--- config.mk ---
export PLATFORM = sky130hd
export DESIGN_NAME = partial_order_closure_insert
export DESIGN_NICKNAME = d
export VERILOG_FILES = /design/src/hdl/poci_pkg.sv /design/src/hdl/poci_ram.sv /design/src/hdl/poci_row_unit.sv /design/src/hdl/poci_seq.sv /design/src/hdl/partial_order_closure_insert.sv
export SDC_FILE = /design/constraint.sdc
export NUM_CORES = 2
export LEC_CHECK = 0
export ABC_CLOCK_PERIOD_IN_PS = 6830
export BUFFER_PORTS_ARGS = -buffer_cell sky130_fd_sc_hd__buf_2
export CORE_ASPECT_RATIO = 1.4
export CORE_UTILIZATION = 50
export CTS_CLUSTER_DIAMETER = 80
export DETAILED_ROUTE_END_ITERATION = 6
export PLACE_DENSITY = 0.75
export SLEW_MARGIN = 10
export SYNTH_ARGS = -nofsm -noshare
export SYNTH_HDL_FRONTEND = slang
export SYNTH_SLANG_ARGS = --single-unit
--- constraint.sdc ---
create_clock -name clk_i -period 6.83 [get_ports clk_i]
set_input_delay 0 -clock clk_i [delete_from_list [all_inputs] [get_ports clk_i]]
set_output_delay 0 -clock clk_i [all_outputs]
set_load 0.005 [all_outputs]
--- src/hdl/poci_pkg.sv ---
`timescale 1ns / 1ps
`default_nettype none

package poci_pkg;

  localparam int RANK_W           = 6;
  localparam int EXT_W            = RANK_W + 1;
  localparam int CNT_W            = 6;
  localparam int POP_W            = 64;
  localparam int MAX_ELEMENTS_DEF = 32;
  localparam logic [RANK_W-1:0] ELEM_COUNT_RST = 6'd32;

  typedef enum logic [1:0] {
    OP_CLEAR = 2'd0,
    OP_ADD   = 2'd1,
    OP_COUNT = 2'd2,
    OP_NOP   = 2'd3
  } op_e;

  typedef enum logic [3:0] {
    ST_IDLE,
    ST_CLEAR,
    ST_ADD_RA,
    ST_ADD_RB,
    ST_ADD_WB,
    ST_ADD_DEC,
    ST_SCAN,
    ST_CHECK,
    ST_WRITE,
    ST_CNT_RD,
    ST_CNT_WAIT,
    ST_DONE
  } state_e;

  // What the row unit does with the data of the read issued in the cycle before
  typedef enum logic [2:0] {
    TAG_NONE,
    TAG_A,
    TAG_B,
    TAG_SCAN,
    TAG_WRITE,
    TAG_COUNT
  } tag_e;

  typedef struct packed {
    logic rd_en;
    tag_e rd_tag;
    logic init_scan;
    logic set_conflict;
    logic clear_all;
    logic clear_count;
    logic done;
  } ctl_t;

  typedef struct packed {
    logic present;
    logic cyc;
    logic overlap;
    logic conflict;
  } sts_t;

  // Population count as a tree of six masked adds
  function automatic logic [6:0] popcount64(input logic [POP_W-1:0] v);
    logic [POP_W-1:0] x;
    x = v;
    x = (x & 64'h5555_5555_5555_5555) + ((x >> 1)  & 64'h5555_5555_5555_5555);
    x = (x & 64'h3333_3333_3333_3333) + ((x >> 2)  & 64'h3333_3333_3333_3333);
    x = (x & 64'h0f0f_0f0f_0f0f_0f0f) + ((x >> 4)  & 64'h0f0f_0f0f_0f0f_0f0f);
    x = (x & 64'h00ff_00ff_00ff_00ff) + ((x >> 8)  & 64'h00ff_00ff_00ff_00ff);
    x = (x & 64'h0000_ffff_0000_ffff) + ((x >> 16) & 64'h0000_ffff_0000_ffff);
    x = (x & 64'h0000_0000_ffff_ffff) + ((x >> 32) & 64'h0000_0000_ffff_ffff);
    return x[6:0];
  endfunction

endpackage

`default_nettype wire

--- src/hdl/poci_ram.sv ---
`timescale 1ns / 1ps
`default_nettype none

module poci_ram #(
  parameter int WIDTH = 32,
  parameter int DEPTH = 32
) (
  input  wire logic                     clk_i,
  input  wire logic                     we_i,
  input  wire logic [$clog2(DEPTH)-1:0] waddr_i,
  input  wire logic [WIDTH-1:0]         wdata_i,
  input  wire logic                     re_i,
  input  wire logic [$clog2(DEPTH)-1:0] raddr_i,
  output logic      [WIDTH-1:0]         rdata_o
);

  logic [WIDTH-1:0] mem_q [DEPTH];

  always_ff @(posedge clk_i) begin
    if (we_i) begin
      mem_q[waddr_i] <= wdata_i;
    end
    if (re_i) begin
      rdata_o <= mem_q[raddr_i];
    end
  end

endmodule

`default_nettype wire

--- src/hdl/poci_row_unit.sv ---
`timescale 1ns / 1ps
`default_nettype none

module poci_row_unit #(
  parameter int MAX_ELEMENTS = poci_pkg::MAX_ELEMENTS_DEF,
  parameter int AW = $clog2(MAX_ELEMENTS),
  parameter int NW = $clog2(MAX_ELEMENTS + 1)
) (
  input  wire logic                      clk_i,
  input  wire logic                      rst_ni,
  input  wire poci_pkg::ctl_t            ctl_i,
  input  wire logic [AW-1:0]             rd_addr_i,
  input  wire logic [AW-1:0]             a_idx_i,
  input  wire logic [AW-1:0]             b_idx_i,
  input  wire logic [NW-1:0]             n_i,
  input  wire logic [MAX_ELEMENTS-1:0]   ram_rdata_i,
  output logic                           ram_we_o,
  output logic      [AW-1:0]             ram_waddr_o,
  output logic      [MAX_ELEMENTS-1:0]   ram_wdata_o,
  output poci_pkg::sts_t                 sts_o,
  output logic      [poci_pkg::CNT_W-1:0] count_o
);

  localparam int M = MAX_ELEMENTS;

  logic [M-1:0]        valid_q;
  logic [AW-1:0]       row_idx_q;
  poci_pkg::tag_e      tag_q;
  logic [M-1:0]        up_q, down_q, dacc_q;
  logic                present_q, cyc_q, conflict_q;
  logic [poci_pkg::CNT_W-1:0] count_q;

  logic [M-1:0] mask, abit, bbit, row;
  logic [6:0]   pop;

  always_comb begin
    for (int i = 0; i < M; i++) begin
      mask[i] = (NW'(i) < n_i);
    end
  end

  assign abit = {{(M-1){1'b0}}, 1'b1} << a_idx_i;
  assign bbit = {{(M-1){1'b0}}, 1'b1} << b_idx_i;
  // a row never written since the last clear reads as empty
  assign row  = valid_q[row_idx_q] ? ram_rdata_i : '0;
  assign pop  = poci_pkg::popcount64(poci_pkg::POP_W'(row & mask));

  assign ram_we_o    = (tag_q == poci_pkg::TAG_WRITE) && up_q[row_idx_q];
  assign ram_waddr_o = row_idx_q;
  assign ram_wdata_o = row | down_q;

  assign sts_o.present  = present_q;
  assign sts_o.cyc      = cyc_q;
  assign sts_o.overlap  = |(dacc_q & up_q);
  assign sts_o.conflict = conflict_q;
  assign count_o        = count_q;

  always_ff @(posedge clk_i or negedge rst_ni) begin
    if (!rst_ni) begin
      valid_q    <= '0;
      tag_q      <= poci_pkg::TAG_NONE;
      conflict_q <= 1'b0;
      count_q    <= '0;
      present_q  <= 1'b0;
      cyc_q      <= 1'b0;
    end else begin
      tag_q <= ctl_i.rd_en ? ctl_i.rd_tag : poci_pkg::TAG_NONE;
      if (ctl_i.clear_all) begin
        valid_q    <= '0;
        conflict_q <= 1'b0;
      end else begin
        if (ram_we_o) begin
          valid_q[row_idx_q] <= 1'b1;
        end
        if (ctl_i.set_conflict) begin
          conflict_q <= 1'b1;
        end
      end
      if (ctl_i.clear_count) begin
        count_q <= '0;
      end else if (tag_q == poci_pkg::TAG_COUNT) begin
        count_q <= pop[poci_pkg::CNT_W-1:0];
      end
      if (tag_q == poci_pkg::TAG_A) begin
        present_q <= row[b_idx_i];
      end
      if (tag_q == poci_pkg::TAG_B) begin
        cyc_q <= row[a_idx_i];
      end
    end
  end

  always_ff @(posedge clk_i) begin
    row_idx_q <= rd_addr_i;
    if (tag_q == poci_pkg::TAG_B) begin
      down_q <= (bbit | row) & mask;
    end
    if (ctl_i.init_scan) begin
      up_q   <= abit;
      dacc_q <= '0;
    end else if (tag_q == poci_pkg::TAG_SCAN) begin
      if ((row & abit) != '0) begin
        up_q[row_idx_q] <= 1'b1;
      end
      if (down_q[row_idx_q]) begin
        dacc_q <= dacc_q | (row & mask);
      end
    end
  end

endmodule

`default_nettype wire

--- src/hdl/poci_seq.sv ---
`timescale 1ns / 1ps
`default_nettype none

module poci_seq #(
  parameter int MAX_ELEMENTS = poci_pkg::MAX_ELEMENTS_DEF,
  parameter int AW = $clog2(MAX_ELEMENTS),
  parameter int NW = $clog2(MAX_ELEMENTS + 1)
) (
  input  wire logic                        clk_i,
  input  wire logic                        rst_ni,
  input  wire logic                        start_i,
  input  wire logic [1:0]                  opcode_i,
  input  wire logic [poci_pkg::RANK_W-1:0] first_rank_i,
  input  wire logic [poci_pkg::RANK_W-1:0] second_rank_i,
  input  wire logic [NW-1:0]               n_i,
  input  wire poci_pkg::sts_t              sts_i,
  output logic                             busy_o,
  output poci_pkg::ctl_t                   ctl_o,
  output logic      [AW-1:0]               rd_addr_o,
  output logic      [AW-1:0]               a_idx_o,
  output logic      [AW-1:0]               b_idx_o
);

  poci_pkg::state_e state_q, state_d;
  logic [poci_pkg::RANK_W-1:0] a_q, a_d, b_q, b_d;
  logic [NW-1:0] ptr_q, ptr_d;
  logic [poci_pkg::RANK_W-1:0] a_m1, b_m1;
  logic [poci_pkg::EXT_W-1:0]  n_ext;
  logic a_ok, b_ok, accept;
  poci_pkg::op_e op_in;

  assign op_in  = poci_pkg::op_e'(opcode_i);
  assign accept = start_i && (state_q == poci_pkg::ST_IDLE);
  assign n_ext  = poci_pkg::EXT_W'(n_i);
  assign a_ok   = (first_rank_i != '0)
               && (poci_pkg::EXT_W'(first_rank_i) <= n_ext);
  assign b_ok   = (second_rank_i != '0)
               && (poci_pkg::EXT_W'(second_rank_i) <= n_ext);
  assign a_m1    = a_q - 6'd1;
  assign b_m1    = b_q - 6'd1;
  assign a_idx_o = a_m1[AW-1:0];
  assign b_idx_o = b_m1[AW-1:0];
  assign busy_o  = (state_q != poci_pkg::ST_IDLE);

  // next state
  always_comb begin
    state_d = state_q;
    a_d     = a_q;
    b_d     = b_q;
    ptr_d   = ptr_q;
    unique case (state_q)
      poci_pkg::ST_IDLE: begin
        if (accept) begin
          a_d = first_rank_i;
          b_d = second_rank_i;
          unique case (op_in)
            poci_pkg::OP_CLEAR: state_d = poci_pkg::ST_CLEAR;
            poci_pkg::OP_ADD: begin
              if (sts_i.conflict || !a_ok || !b_ok) begin
                state_d = poci_pkg::ST_DONE;
              end else begin
                state_d = poci_pkg::ST_ADD_RA;
              end
            end
            poci_pkg::OP_COUNT: begin
              state_d = a_ok ? poci_pkg::ST_CNT_RD : poci_pkg::ST_DONE;
            end
            poci_pkg::OP_NOP: state_d = poci_pkg::ST_DONE;
          endcase
        end
      end
      poci_pkg::ST_CLEAR:  state_d = poci_pkg::ST_DONE;
      poci_pkg::ST_ADD_RA: state_d = poci_pkg::ST_ADD_RB;
      poci_pkg::ST_ADD_RB: state_d = poci_pkg::ST_ADD_WB;
      poci_pkg::ST_ADD_WB: state_d = poci_pkg::ST_ADD_DEC;
      poci_pkg::ST_ADD_DEC: begin
        ptr_d = '0;
        priority if (sts_i.present) begin
          state_d = poci_pkg::ST_DONE;
        end else if ((a_q == b_q) || sts_i.cyc) begin
          state_d = poci_pkg::ST_DONE;
        end else begin
          state_d = poci_pkg::ST_SCAN;
        end
      end
      poci_pkg::ST_SCAN: begin
        ptr_d = ptr_q + 1'b1;
        if (ptr_q == n_i) begin
          state_d = poci_pkg::ST_CHECK;
        end
      end
      poci_pkg::ST_CHECK: begin
        ptr_d   = '0;
        state_d = sts_i.overlap ? poci_pkg::ST_DONE : poci_pkg::ST_WRITE;
      end
      poci_pkg::ST_WRITE: begin
        ptr_d = ptr_q + 1'b1;
        if (ptr_q == n_i) begin
          state_d = poci_pkg::ST_DONE;
        end
      end
      poci_pkg::ST_CNT_RD:   state_d = poci_pkg::ST_CNT_WAIT;
      poci_pkg::ST_CNT_WAIT: state_d = poci_pkg::ST_DONE;
      poci_pkg::ST_DONE:     state_d = poci_pkg::ST_IDLE;
      default:               state_d = poci_pkg::ST_IDLE;
    endcase
  end

  // outputs
  always_comb begin
    ctl_o     = '0;
    ctl_o.rd_tag = poci_pkg::TAG_NONE;
    rd_addr_o = ptr_q[AW-1:0];
    unique case (state_q)
      poci_pkg::ST_IDLE: begin
        ctl_o.clear_count  = accept;
        ctl_o.set_conflict = accept && (op_in == poci_pkg::OP_ADD)
                          && !sts_i.conflict && (!a_ok || !b_ok);
      end
      poci_pkg::ST_CLEAR: ctl_o.clear_all = 1'b1;
      poci_pkg::ST_ADD_RA: begin
        ctl_o.rd_en  = 1'b1;
        ctl_o.rd_tag = poci_pkg::TAG_A;
        rd_addr_o    = a_idx_o;
      end
      poci_pkg::ST_ADD_RB: begin
        ctl_o.rd_en  = 1'b1;
        ctl_o.rd_tag = poci_pkg::TAG_B;
        rd_addr_o    = b_idx_o;
      end
      poci_pkg::ST_ADD_WB: ctl_o.rd_en = 1'b0;
      poci_pkg::ST_ADD_DEC: begin
        ctl_o.init_scan    = 1'b1;
        ctl_o.set_conflict = !sts_i.present && ((a_q == b_q) || sts_i.cyc);
      end
      poci_pkg::ST_SCAN: begin
        ctl_o.rd_en  = (ptr_q < n_i);
        ctl_o.rd_tag = poci_pkg::TAG_SCAN;
      end
      poci_pkg::ST_CHECK: ctl_o.set_conflict = sts_i.overlap;
      poci_pkg::ST_WRITE: begin
        ctl_o.rd_en  = (ptr_q < n_i);
        ctl_o.rd_tag = poci_pkg::TAG_WRITE;
      end
      poci_pkg::ST_CNT_RD: begin
        ctl_o.rd_en  = 1'b1;
        ctl_o.rd_tag = poci_pkg::TAG_COUNT;
        rd_addr_o    = a_idx_o;
      end
      poci_pkg::ST_CNT_WAIT: ctl_o.rd_en = 1'b0;
      poci_pkg::ST_DONE:     ctl_o.done = 1'b1;
      default:               ctl_o.rd_en = 1'b0;
    endcase
  end

  always_ff @(posedge clk_i or negedge rst_ni) begin
    if (!rst_ni) begin
      state_q <= poci_pkg::ST_IDLE;
      ptr_q   <= '0;
    end else begin
      state_q <= state_d;
      ptr_q   <= ptr_d;
    end
  end

  always_ff @(posedge clk_i) begin
    a_q <= a_d;
    b_q <= b_d;
  end

endmodule

`default_nettype wire

--- src/hdl/partial_order_closure_insert.sv ---
// Incremental transitive closure of a strict partial order over ranks 1..n.
// Request channel: opcode_i, first_rank_i, second_rank_i are taken at a rising
// edge with start high and busy low. busy stays high until the result has been
// shown; one request is in flight at a time.
// Result channel: done_o is high for exactly one cycle with consistent_o and
// successor_count_o; the receiver cannot stall it, so take it in that cycle.
// Configuration: element_count_we_i writes element_count_i at any edge; write
// only while busy is low. The count in use is min(element_count, MAX_ELEMENTS).
// busy drops in the cycle after done_o. A full add has the shared row unit
// walk the matrix RAM one row per cycle through its single read port: one
// pass gathers the rows above a and the successors of the rows below b, a
// compare decides, a second pass ORs the new successors in. The insert is
// atomic: a conflict sets the sticky flag and writes nothing.
// Reset: matrix reads as empty (per-row valid bits), flag clear, element
// count 32; the block is ready in the first cycle after reset.
`timescale 1ns / 1ps
`default_nettype none

module partial_order_closure_insert #(
  parameter int MAX_ELEMENTS = poci_pkg::MAX_ELEMENTS_DEF
) (
  input  wire logic                        clk_i,
  input  wire logic                        rst_ni,
  input  wire logic                        start,
  output logic                             busy,
  input  wire logic [1:0]                  opcode_i,
  input  wire logic [poci_pkg::RANK_W-1:0] first_rank_i,
  input  wire logic [poci_pkg::RANK_W-1:0] second_rank_i,
  input  wire logic                        element_count_we_i,
  input  wire logic [poci_pkg::RANK_W-1:0] element_count_i,
  output logic                             done_o,
  output logic                             consistent_o,
  output logic      [poci_pkg::CNT_W-1:0]  successor_count_o
);

  localparam int AW = $clog2(MAX_ELEMENTS);
  localparam int NW = $clog2(MAX_ELEMENTS + 1);

  logic [poci_pkg::RANK_W-1:0] elem_count_q;
  logic [NW-1:0]               n_in_use;

  poci_pkg::ctl_t ctl;
  poci_pkg::sts_t sts;

  logic [AW-1:0]           rd_addr, a_idx, b_idx, waddr;
  logic                    we;
  logic [MAX_ELEMENTS-1:0] wdata, rdata;

  // hold the element count; the user must change it only between requests, the block does not enforce it
  always_ff @(posedge clk_i or negedge rst_ni) begin
    if (!rst_ni) begin
      elem_count_q <= poci_pkg::ELEM_COUNT_RST;
    end else if (element_count_we_i) begin
      elem_count_q <= element_count_i;
    end
  end

  // clamp to the rows that exist
  always_comb begin
    if (poci_pkg::EXT_W'(elem_count_q) > poci_pkg::EXT_W'(MAX_ELEMENTS)) begin
      n_in_use = NW'(MAX_ELEMENTS);
    end else begin
      n_in_use = NW'(elem_count_q);
    end
  end

  poci_seq #(
    .MAX_ELEMENTS(MAX_ELEMENTS),
    .AW(AW),
    .NW(NW)
  ) u_seq (
    .clk_i        (clk_i),
    .rst_ni       (rst_ni),
    .start_i      (start),
    .opcode_i     (opcode_i),
    .first_rank_i (first_rank_i),
    .second_rank_i(second_rank_i),
    .n_i          (n_in_use),
    .sts_i        (sts),
    .busy_o       (busy),
    .ctl_o        (ctl),
    .rd_addr_o    (rd_addr),
    .a_idx_o      (a_idx),
    .b_idx_o      (b_idx)
  );

  poci_ram #(
    .WIDTH(MAX_ELEMENTS),
    .DEPTH(MAX_ELEMENTS)
  ) u_matrix (
    .clk_i  (clk_i),
    .we_i   (we),
    .waddr_i(waddr),
    .wdata_i(wdata),
    .re_i   (ctl.rd_en),
    .raddr_i(rd_addr),
    .rdata_o(rdata)
  );

  poci_row_unit #(
    .MAX_ELEMENTS(MAX_ELEMENTS),
    .AW(AW),
    .NW(NW)
  ) u_row (
    .clk_i      (clk_i),
    .rst_ni     (rst_ni),
    .ctl_i      (ctl),
    .rd_addr_i  (rd_addr),
    .a_idx_i    (a_idx),
    .b_idx_i    (b_idx),
    .n_i        (n_in_use),
    .ram_rdata_i(rdata),
    .ram_we_o   (we),
    .ram_waddr_o(waddr),
    .ram_wdata_o(wdata),
    .sts_o      (sts),
    .count_o    (successor_count_o)
  );

  // drive the result for its single cycle
  assign done_o       = ctl.done;
  assign consistent_o = !sts.conflict;

endmodule

`default_nettype wire

Word-level counts from Yosys, hierarchy flattened
Memory sizes are Yosys's and may differ from the RTL's. A register that Yosys moved wholly into a read port is not among the register bits.
Index checks and enable logic that the tools add are counted.
{ "totals": {"ff_bits": 173, "mem_bits_rw": 1024, "inputBits": 24, "elab_cells": 185, "memories": 1} }
{ "op_classes": {"add_sub_neg": 9, "n_lt_le_gt_ge": 40, "n_eq_ne": 24, "shifts": 2, "n_mux": 45, "bitwise_logic": 10, "reduce_logical": 39} }
{ "memory_table": {"columns": ["memory", "depth", "word_bits", "rd", "rd_ports_with_merged_regs", "wr", "line_no", "rtl"], "rows": [
  ["u_matrix.mem_q", 32, 32, 1, 1, 1, "poci_ram.sv:17", "logic [WIDTH-1:0] mem_q [DEPTH];"]
]} }
{ "op_table": {"columns": ["operator", "n"], "rows": [
  ["two-way mux 32 bit", 6],
  ["bitwise AND 32 bit", 5],
  ["bitwise OR 32 bit", 5],
  ["< comparator 5 x 6 -> 1 bit (first input constant)", 16],
  ["adder 63 x 63 -> 64 bit", 1],
  ["left shift 1 x 5 -> 32 bit (first input constant)", 2],
  ["adder 62 x 62 -> 63 bit", 1],
  ["adder 60 x 59 -> 61 bit", 1],
  ["adder 54 x 53 -> 54 bit", 1],
  ["< comparator 4 x 6 -> 1 bit (first input constant)", 8],
  ["one-hot mux 4 bit (10 select lines)", 1],
  ["adder 38 bit", 1],
  ["nonzero test 32 bit", 1],
  ["OR reduction 32 bit", 1],
  ["binary-select mux 1 bit (select 5 bit)", 5],
  ["< comparator 3 x 6 -> 1 bit (first input constant)", 4],
  ["two-way mux 4 bit", 6],
  ["< comparator 5 x 6 -> 1 bit (second input constant)", 3],
  ["two-way mux 6 bit", 3],
  ["equality test 4 x 3 -> 1 bit (second input constant)", 4],
  ["equality test 4 bit (second input constant)", 4],
  ["one-hot mux 4 bit (4 select lines)", 1],
  ["one-hot mux 3 bit (5 select lines)", 1],
  ["two-way mux 1 bit", 14],
  ["37 further kinds", 74]
]} }

Longest topological paths before layout
{ "depth": {"depth_word": 12, "mapped_depth": 26, "ltp_nobuf": 23} }

Hierarchy
A second synthesis with hierarchy kept.
{ "hier_totals": {"cells_unflattened": 3465, "area_unflattened_um2": 52699.3} }
{ "by_module_without_submodules": {"columns": ["mod", "instances", "cells_per_inst", "area_each_um2"], "rows": [
  ["poci_ram", 1, 2261, 40806.6],
  ["poci_row_unit", 1, 974, 9741.8],
  ["poci_seq", 1, 210, 1859.3],
  ["partial_order_closure_insert", 1, 20, 291.5]
]} }

Least setup slack after synthesis
No wires, ideal clock.
{ "synth_timing": {"path_type": "register to register", "startpoint": "reg u_row.row_idx_q[0] (netlist: u_row.ram_waddr_o[0])", "endpoint": "reg u_row.count_q (netlist bit u_row.count_o[4])", "setup_time_ns": 0.150, "arrival_ns": 5.492, "slack_ns": 1.188, "stages_incl_launch_ff": 26, "n_path_buf": 3, "period_less_slack_ns": 5.642, "path_cell_list": "dfxtp_1 > buf_2 > buf_1 > mux2i_1 > o22ai_1 > nor4_1 > mux2_2 > clkbuf_1 > nor2_1 > and3_1 > ha_1 > ha_1 > inv_1 > fa_1 > inv_1 > fa_1 > inv_1 > fa_1 > inv_1 > fa_1 > a21o_1 > a21oi_1 > xor2_1 > nor2_1 > a21oi_1 > nor2_1"} }
{ "synth_between": {"elab_chain_len": 12} }
{ "synth_lines": {"columns": ["element", "line_no", "rtl"], "rows": [
  ["start: declaration", "poci_row_unit.sv:27", "logic [AW-1:0] row_idx_q;"],
  ["start signal: assignment", "poci_row_unit.sv:94", "row_idx_q <= rd_addr_i;"],
  ["binary-select mux 1 bit (select 5 bit)", "poci_row_unit.sv:45", "assign row = valid_q[row_idx_q] ? ram_rdata_i : '0;"],
  ["two-way mux 1 bit (implied by the code)", "poci_row_unit.sv:45", null],
  ["two-way mux 32 bit", "poci_row_unit.sv:45", null],
  ["bitwise AND 32 bit", "poci_row_unit.sv:46", "assign pop = poci_pkg::popcount64(poci_pkg::POP_W'(row & mask));"],
  ["adder 63 x 63 -> 64 bit", "poci_pkg.sv:66", "x = (x & 64'h5555_5555_5555_5555) + ((x >> 1) & 64'h5555_5555_5555_5555);"],
  ["adder 62 x 62 -> 63 bit", "poci_pkg.sv:67", "x = (x & 64'h3333_3333_3333_3333) + ((x >> 2) & 64'h3333_3333_3333_3333);"],
  ["adder 60 x 59 -> 61 bit", "poci_pkg.sv:68", "x = (x & 64'h0f0f_0f0f_0f0f_0f0f) + ((x >> 4) & 64'h0f0f_0f0f_0f0f_0f0f);"],
  ["adder 54 x 53 -> 54 bit", "poci_pkg.sv:69", "x = (x & 64'h00ff_00ff_00ff_00ff) + ((x >> 8) & 64'h00ff_00ff_00ff_00ff);"],
  ["adder 38 bit", "poci_pkg.sv:70", "x = (x & 64'h0000_ffff_0000_ffff) + ((x >> 16) & 64'h0000_ffff_0000_ffff);"],
  ["adder 6 bit", "poci_pkg.sv:71", "x = (x & 64'h0000_0000_ffff_ffff) + ((x >> 32) & 64'h0000_0000_ffff_ffff);"],
  ["two-way mux 6 bit", "poci_row_unit.sv:81", "end else if (tag_q == poci_pkg::TAG_COUNT) begin"],
  ["two-way mux 6 bit", "poci_row_unit.sv:79", "if (ctl_i.clear_count) begin"],
  ["end signal: assignment", "poci_row_unit.sv:82", "count_q <= pop[poci_pkg::CNT_W-1:0];"],
  ["end: declaration", "poci_row_unit.sv:31", "logic [poci_pkg::CNT_W-1:0] count_q;"]
]} }
No other way between the ends. The select of a mux whose other input is x is not followed.
A chain may end at the register's enable or synchronous reset.

Worst setup path in the final report
{ "layout_timing": {"startpoint": "reg u_row.row_idx_q[3] (netlist: u_row.ram_waddr_o[3])", "endpoint": "reg u_row.count_q (netlist bit u_row.count_o[4])"} }
The elaborated chain is that of the path after synthesis.

==> impl_metrics.tcl <==
set metrics [dict create \
    io_pins 33 \
    clk-insertion-delay-late_ns 0.74 \
    global_route.usage.total_pct 26.64 \
    route.detailed.drc 0 \
    cts-resized-gates 0 \
    finalInstanceArea_um2 58720 \
    worst_slew_pin_slew_ns 1.264 \
    fin_total_pwr_mw 25.61 \
    grt_pass1_wl_um 208300 \
    synth_largest_area_cell "edfxtp_1" \
    cp-start-kind "flop" \
    gp_congestion 1.066 \
    grt_overflow_total 0 \
    grt_start_max_net_pins 131 \
    routed_via_density 6.475 \
    dp_worst_setup_slack_ns 0.6333 \
    post-place-cells 4793 \
    synth-edff-count 1132 \
    timing.max_cap.violations 0 \
    finalCriticalPeriod_ns 6.262 \
    drt_first_iter_violations 3676 \
    final-instance-count-excl-fill 5028 \
    number_of_antenna_violations_at_the_first_check_in_global_routing 4 \
    max-clock-path-buffers 3 \
    fmax_mhz 159.7 \
    worst_slew_margin_rel_pct 15.76 \
    via_count_of_the_first_global_routing_pass 32550 \
    fp.coreArea_um2 104200 \
    rsz0062_at_grt "false" \
    seq_area_um2 36240 \
    yosys.cell_types.count 73 \
    portBuffers 32 \
    filler_cell_count 7842 \
    power_density_over_the_cells_nw_per_um2 436.1 \
    setup_slack_ns 0.5678 \
    critPathArrivalTime_ns 6.84 \
    detail_route_antenna_nets 0 \
    diodes 0 \
    report.final.slew_viol_count 0 \
    syn_nets 3643 \
    final_net_count 3701 \
    layout_overhead_on_the_synthesized_area_pct 11.48 \
    synth_area_per_cell_um2 14.92 \
    synth_top_cells_by_area "edfxtp_1, mux4_2, mux2i_1" \
    timing.critical_path.buf_inv 5 \
    mappedNetlistArea_um2 52670 \
    clock_tree.htree_level_count 3 \
    period_share_pct 91.69 \
    yosysWarnings 0 \
    wire_per_inst_um 28.47 \
    yosys_top_cell_area_share_pct 64.54 \
    status "finished clean" \
    synth_top_flop_cell "edfxtp_1" \
    worst_path_dominant_cell_family "adder cells" \
    std_cell_rows 140 \
    worstHoldPathType "in2reg" \
    numCtsBuffers 108 \
    route.final.wire_length_um 143100 \
    routed-via-count 32550 \
    clkTransAtPathRegs_ns 0.07 \
    chipWidth_um 276.3 \
    clock_skew_ns 0.04235 \
    irDropWorstVdd_mv 0.4708 \
    cp_max_fo 16 \
    hpwlAfterDp_um 89190 \
    floorplan.die.height_um 386.0 \
    timing.critical_path.to_type "flop" \
    cts-root-buf "clkbuf_16" \
    timing_hold_violations_final 0 \
    tns_ns 0 \
    final_layout_size_suffix_gt1_share_pct 13.70 \
    synthesis.instances 3529 \
    cts_hold_repair.buffers 32 \
    first_pass_iters 6 \
    worstPathRequired_ns 7.41 \
    floorplan.initialDensity_pct 50.53 \
    worstPathCellList "or3_1 > o22ai_1 > nor4_1 > mux2_2 > buf_4 > nor3_1 > ha_1 > ha_1 > inv_1 > fa_1 > inv_1 > fa_1 > inv_1 > fa_1 > inv_1 > fa_1 > a21o_1 > a21oi_1 > xor2_1 > nor2_1 > a21oi_1 > nor2_1" \
    setup.worst_path.class "reg2reg" \
    clock_sink_count 1229 \
    cts_setup_buffers 0 \
    fp.dieArea_um2 106700 \
    r2r_setup_slack_ns 0.57 \
    cts_tree "done" \
    library_cell_contributing_the_largest_single_delay_on_the_critical_path "nor4_1" \
    synth.yosys.seq_area_share_pct 68.80 \
    cpPeakStageDelay_ns 0.63 \
    placed_cell_area_um2 54760 \
    synth_async_sr_flop_share_pct 4.882 \
    multiInputGateArea_um2 15390 \
    setup_viol 0 \
    synth_seq_cells 1229 \
    power_leakage_nw 20.15 \
]
cells in the mapped netlist, types with 16 or more instances:
master / number
a32o_1: 65
dfxtp_1: 37
a211o_1: 32
edfxtp_1: 1132
o21a_1: 34
buf_1: 22
nand2b_1: 32
nor3_1: 25
o31ai_1: 37
inv_1: 101
a31oi_1: 47
dfrtp_1: 59
a21o_1: 25
ha_1: 75
and4_1: 34
nand2_1: 391
and3_1: 50
mux4_2: 132
o21ai_0: 25
nor3b_1: 16
o211ai_1: 33
mux2i_1: 151
a22o_1: 41
o22ai_1: 39
a22oi_1: 90
nand3_1: 25
clkbuf_1: 128
a21oi_1: 265
buf_2: 62
nor2_1: 154
worst paths after layout:
path                                 startpoint                 to  depth (start not counted)
max                        u_row.ram_waddr_o[3]   u_row.count_o[4]                         22
max reg2reg                u_row.ram_waddr_o[3]   u_row.count_o[4]                         22
min in group asynchronous                rst_ni     u_seq.ptr_q[4]                          4
min                             first_rank_i[5]       u_seq.a_q[5]                          2
min reg2reg                    u_row.dacc_q[24]   u_row.dacc_q[24]                          2
max in group asynchronous                rst_ni  u_row.valid_q[24]                          4
where the power goes:
| group | leakage (nW) | switching (mW) | total [mW] | internal (mW) |
|---|---|---|---|---|
| logic | 7.07 | 6.02 | 9.69 | 3.68 |
| registers | 11.3 | 0.535 | 9.64 | 9.10 |
| clock network | 1.76 | 2.76 | 6.27 | 3.51 |
per-layer routing:
layer  global-route usage [%]  part of all wire [%]  vias up
met2                    46.45                    51     1814
li1                         -                     -    13870
met1                    31.17                    35    16460
met3                    4.002                   8.3      414
met5                        0                0.0091        -
met4                    16.45                   6.2        2
final cells by class:
| cell class | instances | share of cell area [%] |
|---|---|---|
| multi-input combinational | 1973 | 26.21 |
| clock buffer | 141 | 4.955 |
| tap | 1349 | 2.875 |
| sequential | 1229 | 61.72 |
| clock inverter | 61 | 1.213 |
| timing repair buffer | 171 | 2.348 |
| inverter | 104 | 0.6798 |
registers in the layout (all words and copies together) (netlist names), 32 cells and up:
signal	flops
u_row.valid_q	32
u_matrix.mem_q	1024
u_row.up_q	32
u_row.down_q	32
u_matrix.rdata_o	32
u_row.dacc_q	32
placed cells by master, fill, tap and decap left out, drive strengths merged, types with 16 or more instances in the layout:
cell         Yosys  routed
clkinv           0      42
nor3            26      26
o22ai           39      39
a32o            65      65
dfrtp           59      59
o21a            34      34
nand2b          32      32
o21ai           25      25
nand3           25      25
o211ai          33      33
a21o            25      25
a22oi           90      90
a22o            41      41
dlygate4sd3      0      32
ha              75      75
o31ai           37      37
dfxtp           37      37
inv            104     107
edfxtp        1132    1132
nor2           154     154
a211o           32      32
mux2i          151     151
clkbuf         128     141
a31oi           47      47
and4            34      34
a21oi          266     266
mux4           132     132
buf             95     139
and3            50      50
nor3b           16      16
nand2          391     391
per-stage QoR:
stage	util, %	hold WS, ns
detailed placement	52.54	0.2149
global route	56.33	0.01651
global placement	52.54	0.2144
floorplan	-	-0.2956
CTS	56.32	0.004954
finish	56.33	0.01059
cell families after synthesis:
family | count (synthesis) | synth area share, %
mux | 290 | 8.664
flops | 1229 | 68.80
fa+ha+maj | 90 | 2.352
buf+inv | 327 | 2.606
xor+xnor | 28 | 0.4656
simple gates | 792 | 7.023
compound gates | 773 | 10.09
No activity file was read; power rests on OpenSTA's default activity.
